`config.mk`:
```
export PLATFORM = sky130hd
export DESIGN_NAME = cpu_load_from_tick_counters_flat
export DESIGN_NICKNAME = d
export VERILOG_FILES = /design/src/design/clt_pkg.sv /design/src/design/clt_sample_if.sv /design/src/design/clt_share_if.sv /design/src/design/clt_regs.sv /design/src/design/clt_ctrl.sv /design/src/design/clt_dpath.sv /design/src/design/cpu_load_from_tick_counters.sv /design/src/flat_wrapper.sv
export SDC_FILE = /design/constraint.sdc
export NUM_CORES = 2
export LEC_CHECK = 0
export CORE_MARGIN = 2
export CORE_UTILIZATION = 40
export DETAILED_ROUTE_END_ITERATION = 6
export DONT_BUFFER_PORTS = 1
export PLACE_DENSITY_LB_ADDON = 0.25
export SYNTH_ARGS = -nofsm -noshare
export SYNTH_HDL_FRONTEND = slang
export SYNTH_SLANG_ARGS = --single-unit
export TNS_END_PERCENT = 1
```
`constraint.sdc`:
```
create_clock -name clk -period 12.1 [get_ports clk]
set_input_delay 1.21 -clock clk [delete_from_list [all_inputs] [get_ports clk]]
set_output_delay 1.21 -clock clk [all_outputs]
set_load 0.1 [all_outputs]
```
`src/design/clt_pkg.sv`:
```
// ----------------------------------------------------------------------------
// cpu load package
// widths, constants, state and command types shared by the cpu load block
// ----------------------------------------------------------------------------
`default_nettype none

package clt_pkg;

    localparam int TICK_W     = 64;
    localparam int HALF_W     = TICK_W / 2;
    localparam int SHARE_W    = 32;
    localparam int SCALE_W    = 20;
    localparam int PROD_W     = SCALE_W + HALF_W;
    localparam int DIV_STEPS  = TICK_W;
    localparam int CNT_W      = $clog2(DIV_STEPS);
    localparam int CFG_DATA_W = 32;
    localparam int CFG_ADDR_W = 3;
    localparam int CFG_IDX_W  = CFG_ADDR_W - 2;

    // reset value of the scale register
    localparam logic [SCALE_W-1:0] LOAD_SCALE_RESET = 20'd100000;

    // register index of the scale register
    localparam logic [CFG_IDX_W-1:0] REG_LOAD_SCALE = 1'b0;

    typedef enum logic [3:0] {
        S_IDLE,
        S_SUM_PART,
        S_SUM_TOTAL,
        S_CHECK,
        S_MUL_LO,
        S_MUL_HI,
        S_PROD,
        S_DIV,
        S_STORE,
        S_DONE
    } state_t;

    typedef enum logic [1:0] {
        LANE_USER,
        LANE_KERNEL,
        LANE_IDLE
    } lane_t;

    typedef struct packed {
        logic  load_sample;
        logic  sum_part;
        logic  sum_total;
        logic  check;
        logic  mul_lo;
        logic  mul_hi;
        logic  prod;
        logic  div_step;
        logic  store;
        logic  out_load;
        lane_t lane;
    } ctrl_cmd_t;

    typedef struct packed {
        logic total_zero;
        logic div_last;
        logic out_free;
    } ctrl_sts_t;

endpackage

`default_nettype wire

```
`src/design/clt_sample_if.sv`:
```
// ----------------------------------------------------------------------------
// cpu load sample channel
// valid/ready channel carrying one sample of the three tick counters
// ----------------------------------------------------------------------------
`default_nettype none

interface clt_sample_if;
    logic                        valid;
    logic                        ready;
    logic [clt_pkg::TICK_W-1:0]  user_ticks;
    logic [clt_pkg::TICK_W-1:0]  kernel_ticks;
    logic [clt_pkg::TICK_W-1:0]  idle_ticks;

    modport source (output valid, output user_ticks, output kernel_ticks,
                    output idle_ticks, input ready);
    modport sink   (input valid, input user_ticks, input kernel_ticks,
                    input idle_ticks, output ready);
endinterface

`default_nettype wire

```
`src/design/clt_share_if.sv`:
```
// ----------------------------------------------------------------------------
// cpu load share channel
// valid/ready channel carrying the three scaled shares and the stall flag
// ----------------------------------------------------------------------------
`default_nettype none

interface clt_share_if;
    logic                         valid;
    logic                         ready;
    logic [clt_pkg::SHARE_W-1:0]  user_share;
    logic [clt_pkg::SHARE_W-1:0]  kernel_share;
    logic [clt_pkg::SHARE_W-1:0]  idle_share;
    logic                         no_progress;

    modport source (output valid, output user_share, output kernel_share,
                    output idle_share, output no_progress, input ready);
    modport sink   (input valid, input user_share, input kernel_share,
                    input idle_share, input no_progress, output ready);
endinterface

`default_nettype wire

```
`src/design/clt_regs.sv`:
```
// ----------------------------------------------------------------------------
// cpu load configuration registers
// apb-style register file holding the load scale
// ----------------------------------------------------------------------------
`default_nettype none

module clt_regs (
    input  wire logic                             clk,
    input  wire logic                             rst_n,
    input  wire logic                             psel,
    input  wire logic                             penable,
    input  wire logic                             pwrite,
    input  wire logic [clt_pkg::CFG_ADDR_W-1:0]   paddr,
    input  wire logic [clt_pkg::CFG_DATA_W-1:0]   pwdata,
    output logic      [clt_pkg::CFG_DATA_W-1:0]   prdata,
    output logic                                  pready,
    output logic      [clt_pkg::SCALE_W-1:0]      load_scale
);

    logic [clt_pkg::SCALE_W-1:0]   scale_reg;
    logic [clt_pkg::SCALE_W-1:0]   scale_next;
    logic [clt_pkg::CFG_IDX_W-1:0] reg_idx;
    logic                          wr_en;

    // word index, byte lanes ignored
    assign reg_idx = paddr[clt_pkg::CFG_ADDR_W-1:2];
    assign wr_en   = psel && penable && pwrite && pready;
    assign pready  = 1'b1;

    always_comb
    begin
        scale_next = scale_reg;
        if (wr_en && (reg_idx == clt_pkg::REG_LOAD_SCALE))
        begin
            scale_next = pwdata[clt_pkg::SCALE_W-1:0];
        end
    end

    always_ff @(posedge clk or negedge rst_n)
    begin
        if (!rst_n)
        begin
            scale_reg <= clt_pkg::LOAD_SCALE_RESET;
        end
        else
        begin
            scale_reg <= scale_next;
        end
    end

    always_comb
    begin
        prdata = '0;
        if (reg_idx == clt_pkg::REG_LOAD_SCALE)
        begin
            prdata = {{(clt_pkg::CFG_DATA_W - clt_pkg::SCALE_W){1'b0}}, scale_reg};
        end
    end

    assign load_scale = scale_reg;

endmodule

`default_nettype wire

```
`src/design/clt_ctrl.sv`:
```
// ----------------------------------------------------------------------------
// cpu load controller
// sequences difference, total, per-lane multiply and divide, and output load
// ----------------------------------------------------------------------------
`default_nettype none

module clt_ctrl (
    input  wire logic                clk,
    input  wire logic                rst_n,
    input  wire logic                in_valid,
    output logic                     in_ready,
    input  wire clt_pkg::ctrl_sts_t  sts,
    output clt_pkg::ctrl_cmd_t       cmd
);

    clt_pkg::state_t state_reg;
    clt_pkg::state_t state_next;
    clt_pkg::lane_t  lane_reg;
    clt_pkg::lane_t  lane_next;

    always_ff @(posedge clk or negedge rst_n)
    begin
        if (!rst_n)
        begin
            state_reg <= clt_pkg::S_IDLE;
            lane_reg  <= clt_pkg::LANE_USER;
        end
        else
        begin
            state_reg <= state_next;
            lane_reg  <= lane_next;
        end
    end

    always_comb
    begin
        state_next = state_reg;
        lane_next  = lane_reg;
        cmd        = '0;
        cmd.lane   = lane_reg;
        in_ready   = 1'b0;

        unique case (state_reg)
            clt_pkg::S_IDLE:
            begin
                in_ready = 1'b1;
                if (in_valid)
                begin
                    cmd.load_sample = 1'b1;
                    state_next      = clt_pkg::S_SUM_PART;
                end
            end
            clt_pkg::S_SUM_PART:
            begin
                cmd.sum_part = 1'b1;
                state_next   = clt_pkg::S_SUM_TOTAL;
            end
            clt_pkg::S_SUM_TOTAL:
            begin
                cmd.sum_total = 1'b1;
                state_next    = clt_pkg::S_CHECK;
            end
            clt_pkg::S_CHECK:
            begin
                cmd.check = 1'b1;
                lane_next = clt_pkg::LANE_USER;
                if (sts.total_zero)
                begin
                    state_next = clt_pkg::S_DONE;
                end
                else
                begin
                    state_next = clt_pkg::S_MUL_LO;
                end
            end
            clt_pkg::S_MUL_LO:
            begin
                cmd.mul_lo = 1'b1;
                state_next = clt_pkg::S_MUL_HI;
            end
            clt_pkg::S_MUL_HI:
            begin
                cmd.mul_hi = 1'b1;
                state_next = clt_pkg::S_PROD;
            end
            clt_pkg::S_PROD:
            begin
                cmd.prod   = 1'b1;
                state_next = clt_pkg::S_DIV;
            end
            clt_pkg::S_DIV:
            begin
                cmd.div_step = 1'b1;
                if (sts.div_last)
                begin
                    state_next = clt_pkg::S_STORE;
                end
            end
            clt_pkg::S_STORE:
            begin
                cmd.store = 1'b1;
                unique case (lane_reg)
                    clt_pkg::LANE_USER:
                    begin
                        lane_next  = clt_pkg::LANE_KERNEL;
                        state_next = clt_pkg::S_MUL_LO;
                    end
                    clt_pkg::LANE_KERNEL:
                    begin
                        lane_next  = clt_pkg::LANE_IDLE;
                        state_next = clt_pkg::S_MUL_LO;
                    end
                    default:
                    begin
                        lane_next  = clt_pkg::LANE_USER;
                        state_next = clt_pkg::S_DONE;
                    end
                endcase
            end
            clt_pkg::S_DONE:
            begin
                if (sts.out_free)
                begin
                    cmd.out_load = 1'b1;
                    state_next   = clt_pkg::S_IDLE;
                end
            end
            default:
            begin
                state_next = clt_pkg::S_IDLE;
            end
        endcase
    end

endmodule

`default_nettype wire

```
`src/design/clt_dpath.sv`:
```
// ----------------------------------------------------------------------------
// cpu load datapath
// tick differences, total, split 64-bit product and radix-2 restoring divider
// ----------------------------------------------------------------------------
`default_nettype none

module clt_dpath (
    input  wire logic                            clk,
    input  wire logic                            rst_n,
    input  wire clt_pkg::ctrl_cmd_t              cmd,
    output clt_pkg::ctrl_sts_t                   sts,
    input  wire logic [clt_pkg::SCALE_W-1:0]     load_scale,
    input  wire logic [clt_pkg::TICK_W-1:0]      user_ticks,
    input  wire logic [clt_pkg::TICK_W-1:0]      kernel_ticks,
    input  wire logic [clt_pkg::TICK_W-1:0]      idle_ticks,
    input  wire logic                            share_ready,
    output logic                                 share_valid,
    output logic      [clt_pkg::SHARE_W-1:0]     user_share,
    output logic      [clt_pkg::SHARE_W-1:0]     kernel_share,
    output logic      [clt_pkg::SHARE_W-1:0]     idle_share,
    output logic                                 no_progress
);

    localparam int TW = clt_pkg::TICK_W;
    localparam int HW = clt_pkg::HALF_W;
    localparam int PW = clt_pkg::PROD_W;
    localparam int SW = clt_pkg::SHARE_W;

    // previous sample
    logic [TW-1:0] last_u_reg, last_k_reg, last_i_reg;

    // working values
    logic [TW-1:0] diff_u_reg, diff_k_reg, diff_i_reg;
    logic [TW-1:0] sum_reg;
    logic [PW-1:0] plo_reg;
    logic [HW-1:0] phi_reg;
    logic [TW-1:0] quo_reg;
    logic [TW-1:0] rem_reg;
    logic [clt_pkg::CNT_W-1:0] cnt_reg;
    logic [SW-1:0] shr_u_reg, shr_k_reg, shr_i_reg;
    logic          np_reg;

    // output stage
    logic          out_valid_reg;
    logic [SW-1:0] out_u_reg, out_k_reg, out_i_reg;
    logic          out_np_reg;

    logic [TW-1:0] diff_sel;
    logic [HW-1:0] mul_a;
    logic [PW-1:0] mul_res;
    logic [TW-1:0] prod_sum;
    logic [TW:0]   rem_shift;
    logic [TW:0]   rem_try;
    logic          quo_bit;

    always_comb
    begin
        unique case (cmd.lane)
            clt_pkg::LANE_USER:   diff_sel = diff_u_reg;
            clt_pkg::LANE_KERNEL: diff_sel = diff_k_reg;
            default:              diff_sel = diff_i_reg;
        endcase
    end

    // one 20x32 multiplier, low half then high half of the difference
    assign mul_a    = cmd.mul_hi ? diff_sel[TW-1:HW] : diff_sel[HW-1:0];
    assign mul_res  = {{HW{1'b0}}, load_scale} * {{clt_pkg::SCALE_W{1'b0}}, mul_a};
    // product modulo 2^64
    assign prod_sum = {phi_reg, {HW{1'b0}}} + {{(TW - PW){1'b0}}, plo_reg};

    // restoring step, dividend bits shift out of the quotient register
    assign rem_shift = {rem_reg, quo_reg[TW-1]};
    assign rem_try   = rem_shift - {1'b0, sum_reg};
    assign quo_bit   = !rem_try[TW];

    assign sts.total_zero = (sum_reg == '0);
    assign sts.div_last   = (cnt_reg == clt_pkg::CNT_W'(clt_pkg::DIV_STEPS - 1));
    assign sts.out_free   = !out_valid_reg || share_ready;

    // control and state with reset
    always_ff @(posedge clk or negedge rst_n)
    begin
        if (!rst_n)
        begin
            last_u_reg    <= '0;
            last_k_reg    <= '0;
            last_i_reg    <= '0;
            out_valid_reg <= 1'b0;
            cnt_reg       <= '0;
        end
        else
        begin
            if (cmd.load_sample)
            begin
                last_u_reg <= user_ticks;
                last_k_reg <= kernel_ticks;
                last_i_reg <= idle_ticks;
            end
            if (cmd.out_load)
            begin
                out_valid_reg <= 1'b1;
            end
            else if (share_ready)
            begin
                out_valid_reg <= 1'b0;
            end
            if (cmd.prod)
            begin
                cnt_reg <= '0;
            end
            else if (cmd.div_step)
            begin
                cnt_reg <= cnt_reg + 1'b1;
            end
        end
    end

    // payload registers
    always_ff @(posedge clk)
    begin
        if (cmd.load_sample)
        begin
            diff_u_reg <= user_ticks - last_u_reg;
            diff_k_reg <= kernel_ticks - last_k_reg;
            diff_i_reg <= idle_ticks - last_i_reg;
        end
        if (cmd.sum_part)
        begin
            sum_reg <= diff_u_reg + diff_k_reg;
        end
        else if (cmd.sum_total)
        begin
            sum_reg <= sum_reg + diff_i_reg;
        end
        if (cmd.check)
        begin
            shr_u_reg <= '0;
            shr_k_reg <= '0;
            shr_i_reg <= '0;
            np_reg    <= sts.total_zero;
        end
        if (cmd.mul_lo)
        begin
            plo_reg <= mul_res;
        end
        if (cmd.mul_hi)
        begin
            phi_reg <= mul_res[HW-1:0];
        end
        if (cmd.prod)
        begin
            quo_reg <= prod_sum;
            rem_reg <= '0;
        end
        else if (cmd.div_step)
        begin
            quo_reg <= {quo_reg[TW-2:0], quo_bit};
            rem_reg <= quo_bit ? rem_try[TW-1:0] : rem_shift[TW-1:0];
        end
        if (cmd.store)
        begin
            unique case (cmd.lane)
                clt_pkg::LANE_USER:   shr_u_reg <= quo_reg[SW-1:0];
                clt_pkg::LANE_KERNEL: shr_k_reg <= quo_reg[SW-1:0];
                default:              shr_i_reg <= quo_reg[SW-1:0];
            endcase
        end
        if (cmd.out_load)
        begin
            out_u_reg  <= shr_u_reg;
            out_k_reg  <= shr_k_reg;
            out_i_reg  <= shr_i_reg;
            out_np_reg <= np_reg;
        end
    end

    assign share_valid  = out_valid_reg;
    assign user_share   = out_u_reg;
    assign kernel_share = out_k_reg;
    assign idle_share   = out_i_reg;
    assign no_progress  = out_np_reg;

endmodule

`default_nettype wire

```
`src/design/cpu_load_from_tick_counters.sv`:
```
// ----------------------------------------------------------------------------
// cpu load from tick counters
// scaled user, kernel and idle shares from two successive counter samples
// ----------------------------------------------------------------------------
// usage
//   sample channel: one transfer carries user, kernel and idle tick counters
//   share channel: one transfer per sample with the three scaled shares and
//     no_progress, set when the tick total did not move (shares then zero)
//   apb port: register 0 at byte address 0 is the 20-bit load scale
//   sequence: differences, total and zero check, then for each lane the low
//     and high multiply, product, divide and store; a zero total skips them
//   a new sample is taken only once the last one's shares have been loaded,
//     and the shared 64-step restoring divider runs once per share
//   the output register holds a finished result while the next sample is
//     taken; with the receiver stalled the controller waits in its done state
//   reset clears the stored sample to zero, so the first sample is measured
//     against zeros; the scale returns to 100000
// ----------------------------------------------------------------------------
`default_nettype none

module cpu_load_from_tick_counters (
    input  wire logic                             clk,
    input  wire logic                             rst_n,
    clt_sample_if.sink                            sample,
    clt_share_if.source                           share,
    input  wire logic                             psel,
    input  wire logic                             penable,
    input  wire logic                             pwrite,
    input  wire logic [clt_pkg::CFG_ADDR_W-1:0]   paddr,
    input  wire logic [clt_pkg::CFG_DATA_W-1:0]   pwdata,
    output logic      [clt_pkg::CFG_DATA_W-1:0]   prdata,
    output logic                                  pready
);

    clt_pkg::ctrl_cmd_t           cmd;
    clt_pkg::ctrl_sts_t           sts;
    logic [clt_pkg::SCALE_W-1:0]  load_scale;
    logic                         in_ready;

    // configuration register file
    clt_regs u_regs (
        .clk        (clk),
        .rst_n      (rst_n),
        .psel       (psel),
        .penable    (penable),
        .pwrite     (pwrite),
        .paddr      (paddr),
        .pwdata     (pwdata),
        .prdata     (prdata),
        .pready     (pready),
        .load_scale (load_scale)
    );

    // sequencer: one sample in flight, three shares through one divider
    clt_ctrl u_ctrl (
        .clk      (clk),
        .rst_n    (rst_n),
        .in_valid (sample.valid),
        .in_ready (in_ready),
        .sts      (sts),
        .cmd      (cmd)
    );

    assign sample.ready = in_ready;

    // differences, product, division and output register
    clt_dpath u_dpath (
        .clk          (clk),
        .rst_n        (rst_n),
        .cmd          (cmd),
        .sts          (sts),
        .load_scale   (load_scale),
        .user_ticks   (sample.user_ticks),
        .kernel_ticks (sample.kernel_ticks),
        .idle_ticks   (sample.idle_ticks),
        .share_ready  (share.ready),
        .share_valid  (share.valid),
        .user_share   (share.user_share),
        .kernel_share (share.kernel_share),
        .idle_share   (share.idle_share),
        .no_progress  (share.no_progress)
    );

endmodule

`default_nettype wire

```
`src/flat_wrapper.sv`:
```
// flat-port wrapper written by rule: the top's interface ports become plain ports
module cpu_load_from_tick_counters_flat 
  (clk, rst_n, psel, penable, pwrite, paddr, pwdata, prdata, pready, sample_valid, sample_user_ticks, sample_kernel_ticks, sample_idle_ticks, sample_ready, share_valid, share_user_share, share_kernel_share, share_idle_share, share_no_progress, share_ready);
  clt_sample_if sample_i ();
  clt_share_if share_i ();
  input  wire logic clk;
  input  wire logic rst_n;
  input  wire logic psel;
  input  wire logic penable;
  input  wire logic pwrite;
  input  wire logic [clt_pkg::CFG_ADDR_W-1:0] paddr;
  input  wire logic [clt_pkg::CFG_DATA_W-1:0] pwdata;
  output logic      [clt_pkg::CFG_DATA_W-1:0] prdata;
  output logic pready;
  input wire logic [$bits(sample_i.valid)-1:0] sample_valid;
  input wire logic [$bits(sample_i.user_ticks)-1:0] sample_user_ticks;
  input wire logic [$bits(sample_i.kernel_ticks)-1:0] sample_kernel_ticks;
  input wire logic [$bits(sample_i.idle_ticks)-1:0] sample_idle_ticks;
  output wire logic [$bits(sample_i.ready)-1:0] sample_ready;
  output wire logic [$bits(share_i.valid)-1:0] share_valid;
  output wire logic [$bits(share_i.user_share)-1:0] share_user_share;
  output wire logic [$bits(share_i.kernel_share)-1:0] share_kernel_share;
  output wire logic [$bits(share_i.idle_share)-1:0] share_idle_share;
  output wire logic [$bits(share_i.no_progress)-1:0] share_no_progress;
  input wire logic [$bits(share_i.ready)-1:0] share_ready;
  assign sample_i.valid = sample_valid;
  assign sample_i.user_ticks = sample_user_ticks;
  assign sample_i.kernel_ticks = sample_kernel_ticks;
  assign sample_i.idle_ticks = sample_idle_ticks;
  assign sample_ready = sample_i.ready;
  assign share_valid = share_i.valid;
  assign share_user_share = share_i.user_share;
  assign share_kernel_share = share_i.kernel_share;
  assign share_idle_share = share_i.idle_share;
  assign share_no_progress = share_i.no_progress;
  assign share_i.ready = share_ready;
  cpu_load_from_tick_counters u_core (.clk(clk), .rst_n(rst_n), .sample(sample_i), .share(share_i), .psel(psel), .penable(penable), .pwrite(pwrite), .paddr(paddr), .pwdata(pwdata), .prdata(prdata), .pready(pready));
endmodule
```
==> flow_summary.json <==
{
  "finalMaxSlewViolations": 0,
  "grt_usage_pct": 23.5,
  "path_depth": 32,
  "synth_cell_types": 100,
  "gr-total-overflow": 0,
  "post-route-min-period_ns": 10.29,
  "die_y_um": 439,
  "grt_max_degree": 226,
  "reg2reg_from": "u_core.u_ctrl.state_reg[1]",
  "cts_buffers": 104,
  "ys_warn_count": 0,
  "critPathMaxStageDelay_ns": 0.66,
  "syn_to_final_growth_pct": 8.47,
  "synth_area_leaders": "edfxtp_1, fa_1, ha_1, dfrtp_1, nand2_1",
  "hp-class": "primary input to asynchronous set/reset pin",
  "violations": "DRC",
  "critPathTopFamily": "adder cells",
  "postCtsSetupBuffers": 0,
  "drcViolationCount": 73,
  "clock.fmax_ghz": 0.0972,
  "drive_above_1_share_pct": 5.39,
  "wire_per_inst_um": 21.4,
  "grt_setup_unrepaired": "no",
  "wl_mm": 228,
  "r2r_slack_ns": 1.81,
  "drt_iter0_markers": 4638,
  "fin_area_um2": 81900,
  "max-cap-violations": 0,
  "netlist_area_um2": 75600,
  "cts-root-buf": "clkbuf_16",
  "syn_avg_cell_area_um2": 9.16,
  "core_area_um2": 188000,
  "dpl_cell_area_um2": 78100,
  "viasPerCell": 5.44,
  "num-fill-cells": 18300,
  "die_area_um2": 192000,
  "cts_resized": 0,
  "synth.most_common_cell": "nand2_1",
  "layout.nets": 9388,
  "slowest_stage": "nor2_4",
  "max_slew_margin_pct": 13.0,
  "vias": 58000,
  "critical_path.most_common_cell": "fa_1",
  "ant_nets": 0,
  "start_kind": "flip-flop",
  "hold_viol": 0,
  "synth_largest_area_cell": "edfxtp_1",
  "async_flop_share_pct": 25.4,
  "path_clk_slew_ns": 0.06,
  "hpwl_mm": 179,
  "die_w_um": 439,
  "r2r-end": "u_core.u_dpath.plo_reg[51]",
  "tightest_slew_ns": 1.31,
  "fin_skew_ns": 0.0580,
  "start_util_pct": 40.2,
  "cp.arrival_ns": 10.80,
  "worstPathMaxFanout": 20,
  "synth-seq-area-share_pct": 31.7,
  "critPathBufInv": 8,
  "min_period_over_period_pct": 85.0,
  "outcome": "finished with violations",
  "placementRows": 159,
  "worst-setup-path-type": "flip-flop to flip-flop",
  "synth.top_cell.area_share_pct": 20.0,
  "setup_violations": 0,
  "first_pass_iters": 7,
  "cts.path.max_buffers": 3,
  "clock-sinks": 887,
  "synthCells": 8250,
  "gp_congestion": 0.973,
  "required_ns": 12.61,
  "portBuffers": 0,
  "cts_tree": "yes",
  "endpoint_kind": "flip-flop",
  "r2r_cells": 32,
  "synth-edff-count": 502,
  "antenna_found_initial": 20,
  "synth_flop_cell": "edfxtp_1",
  "cts_hold_repair.buffers": 0,
  "setup-tns-final_ns": 0,
  "cts_max_level": 3,
  "grt_pass1_vias": 57100,
  "grt_pass1_wl_mm": 348,
  "ys_ff_latch": 887,
  "clock_latency_ns": 0.78,
  "synth_common_cells": "nand2_1, inv_1, ha_1",
  "io_pins": 366
}
## layout by cell type (no fill, tap or decap), drive strengths merged, types with 51 or more instances in the layout
master,synthesis,layout
nand2,1248,1248
inv,964,976
o21ai,582,582
ha,562,562
a21oi,551,551
fa,543,543
edfxtp,502,502
and2,305,305
nor2,281,281
xnor2,272,272
a21o,251,251
dfrtp,219,219
xor2,168,168
dfxtp,160,160
nand3,144,144
clkbuf,358,126
nor2b,106,106
o21bai,96,96
nand4,91,91
mux2i,87,87
buf,40,80
nand2b,66,66
o21a,58,58
nor3,55,55
a31oi,51,51
## area by class of cell
type / count / area [um2] / share of cell area, %
repair buffers: 80 / 646 / 0.788
inverters: 965 / 3630 / 4.43
flip-flops and latches: 887 / 23900 / 29.2
clock buffers: 126 / 2840 / 3.46
diodes: 20 / 50.0 / 0.0611
clock inverters: 72 / 957 / 1.17
multi-input cells: 6011 / 46800 / 57.1
well taps: 2495 / 3120 / 3.81
## per-stage QoR
stage / cells / worst slack, ns / utilization, % / hold slack (ns)
2_1_floorplan: 8261 / 1.21 / - / 0.400
3_3_place_gp: 10400 / 1.95 / 41.6 / 0.402
3_5_place_dp: 10400 / 1.86 / 41.6 / 0.412
4_1_cts: 10600 / 1.82 / 43.6 / 0.105
5_1_grt: 10700 / 1.26 / 43.6 / 0.135
6_report: 10700 / 1.81 / 43.6 / 0.182
## logic make-up (layout without fill, tap and decap cells)
logic type	after synthesis	in the layout	share of synthesized area (%)
other	2	33	0.00994
AOI/OAI and AO/OA	1886	1886	15.4
buffers and inverters	1363	1243	6.88
and+or+nand+nor	2427	2427	14.8
adders and majority gates	1105	1105	23.7
muxes	140	140	2.42
DFF	887	887	31.7
xor gates and xnor gates	440	440	5.11
## how the worst max path moves through the flow
stage	startpoint	end	slack, ns
floorplan	u_core.u_ctrl.state_reg[0]	u_core.u_dpath.last_k_reg[57]	1.21
CTS	u_core.u_ctrl.state_reg[1]	u_core.u_dpath.plo_reg[51]	1.82
detailed placement	u_core.u_ctrl.state_reg[1]	u_core.u_dpath.plo_reg[51]	1.86
global route	u_core.u_ctrl.state_reg[1]	u_core.u_dpath.plo_reg[51]	1.26
global placement	u_core.u_ctrl.state_reg[1]	u_core.u_dpath.plo_reg[51]	1.95
finish	u_core.u_ctrl.state_reg[1]	u_core.u_dpath.plo_reg[51]	1.81
## metal layers
layer / vias up / GRT usage [%] / routed length [um] / share of wire [%]
met5: - / 0 / 60 / 0.026
met4: 8 / 8.60 / 8510 / 3.7
met3: 350 / 4.45 / 15300 / 6.7
met2: 1707 / 36.9 / 102000 / 45
met1: 28400 / 32.2 / 102000 / 45
li1: 27500 / - / - / -
Power is not shown: default switching activity piles up to over one toggle a cycle in this logic, so the estimate is an artifact.
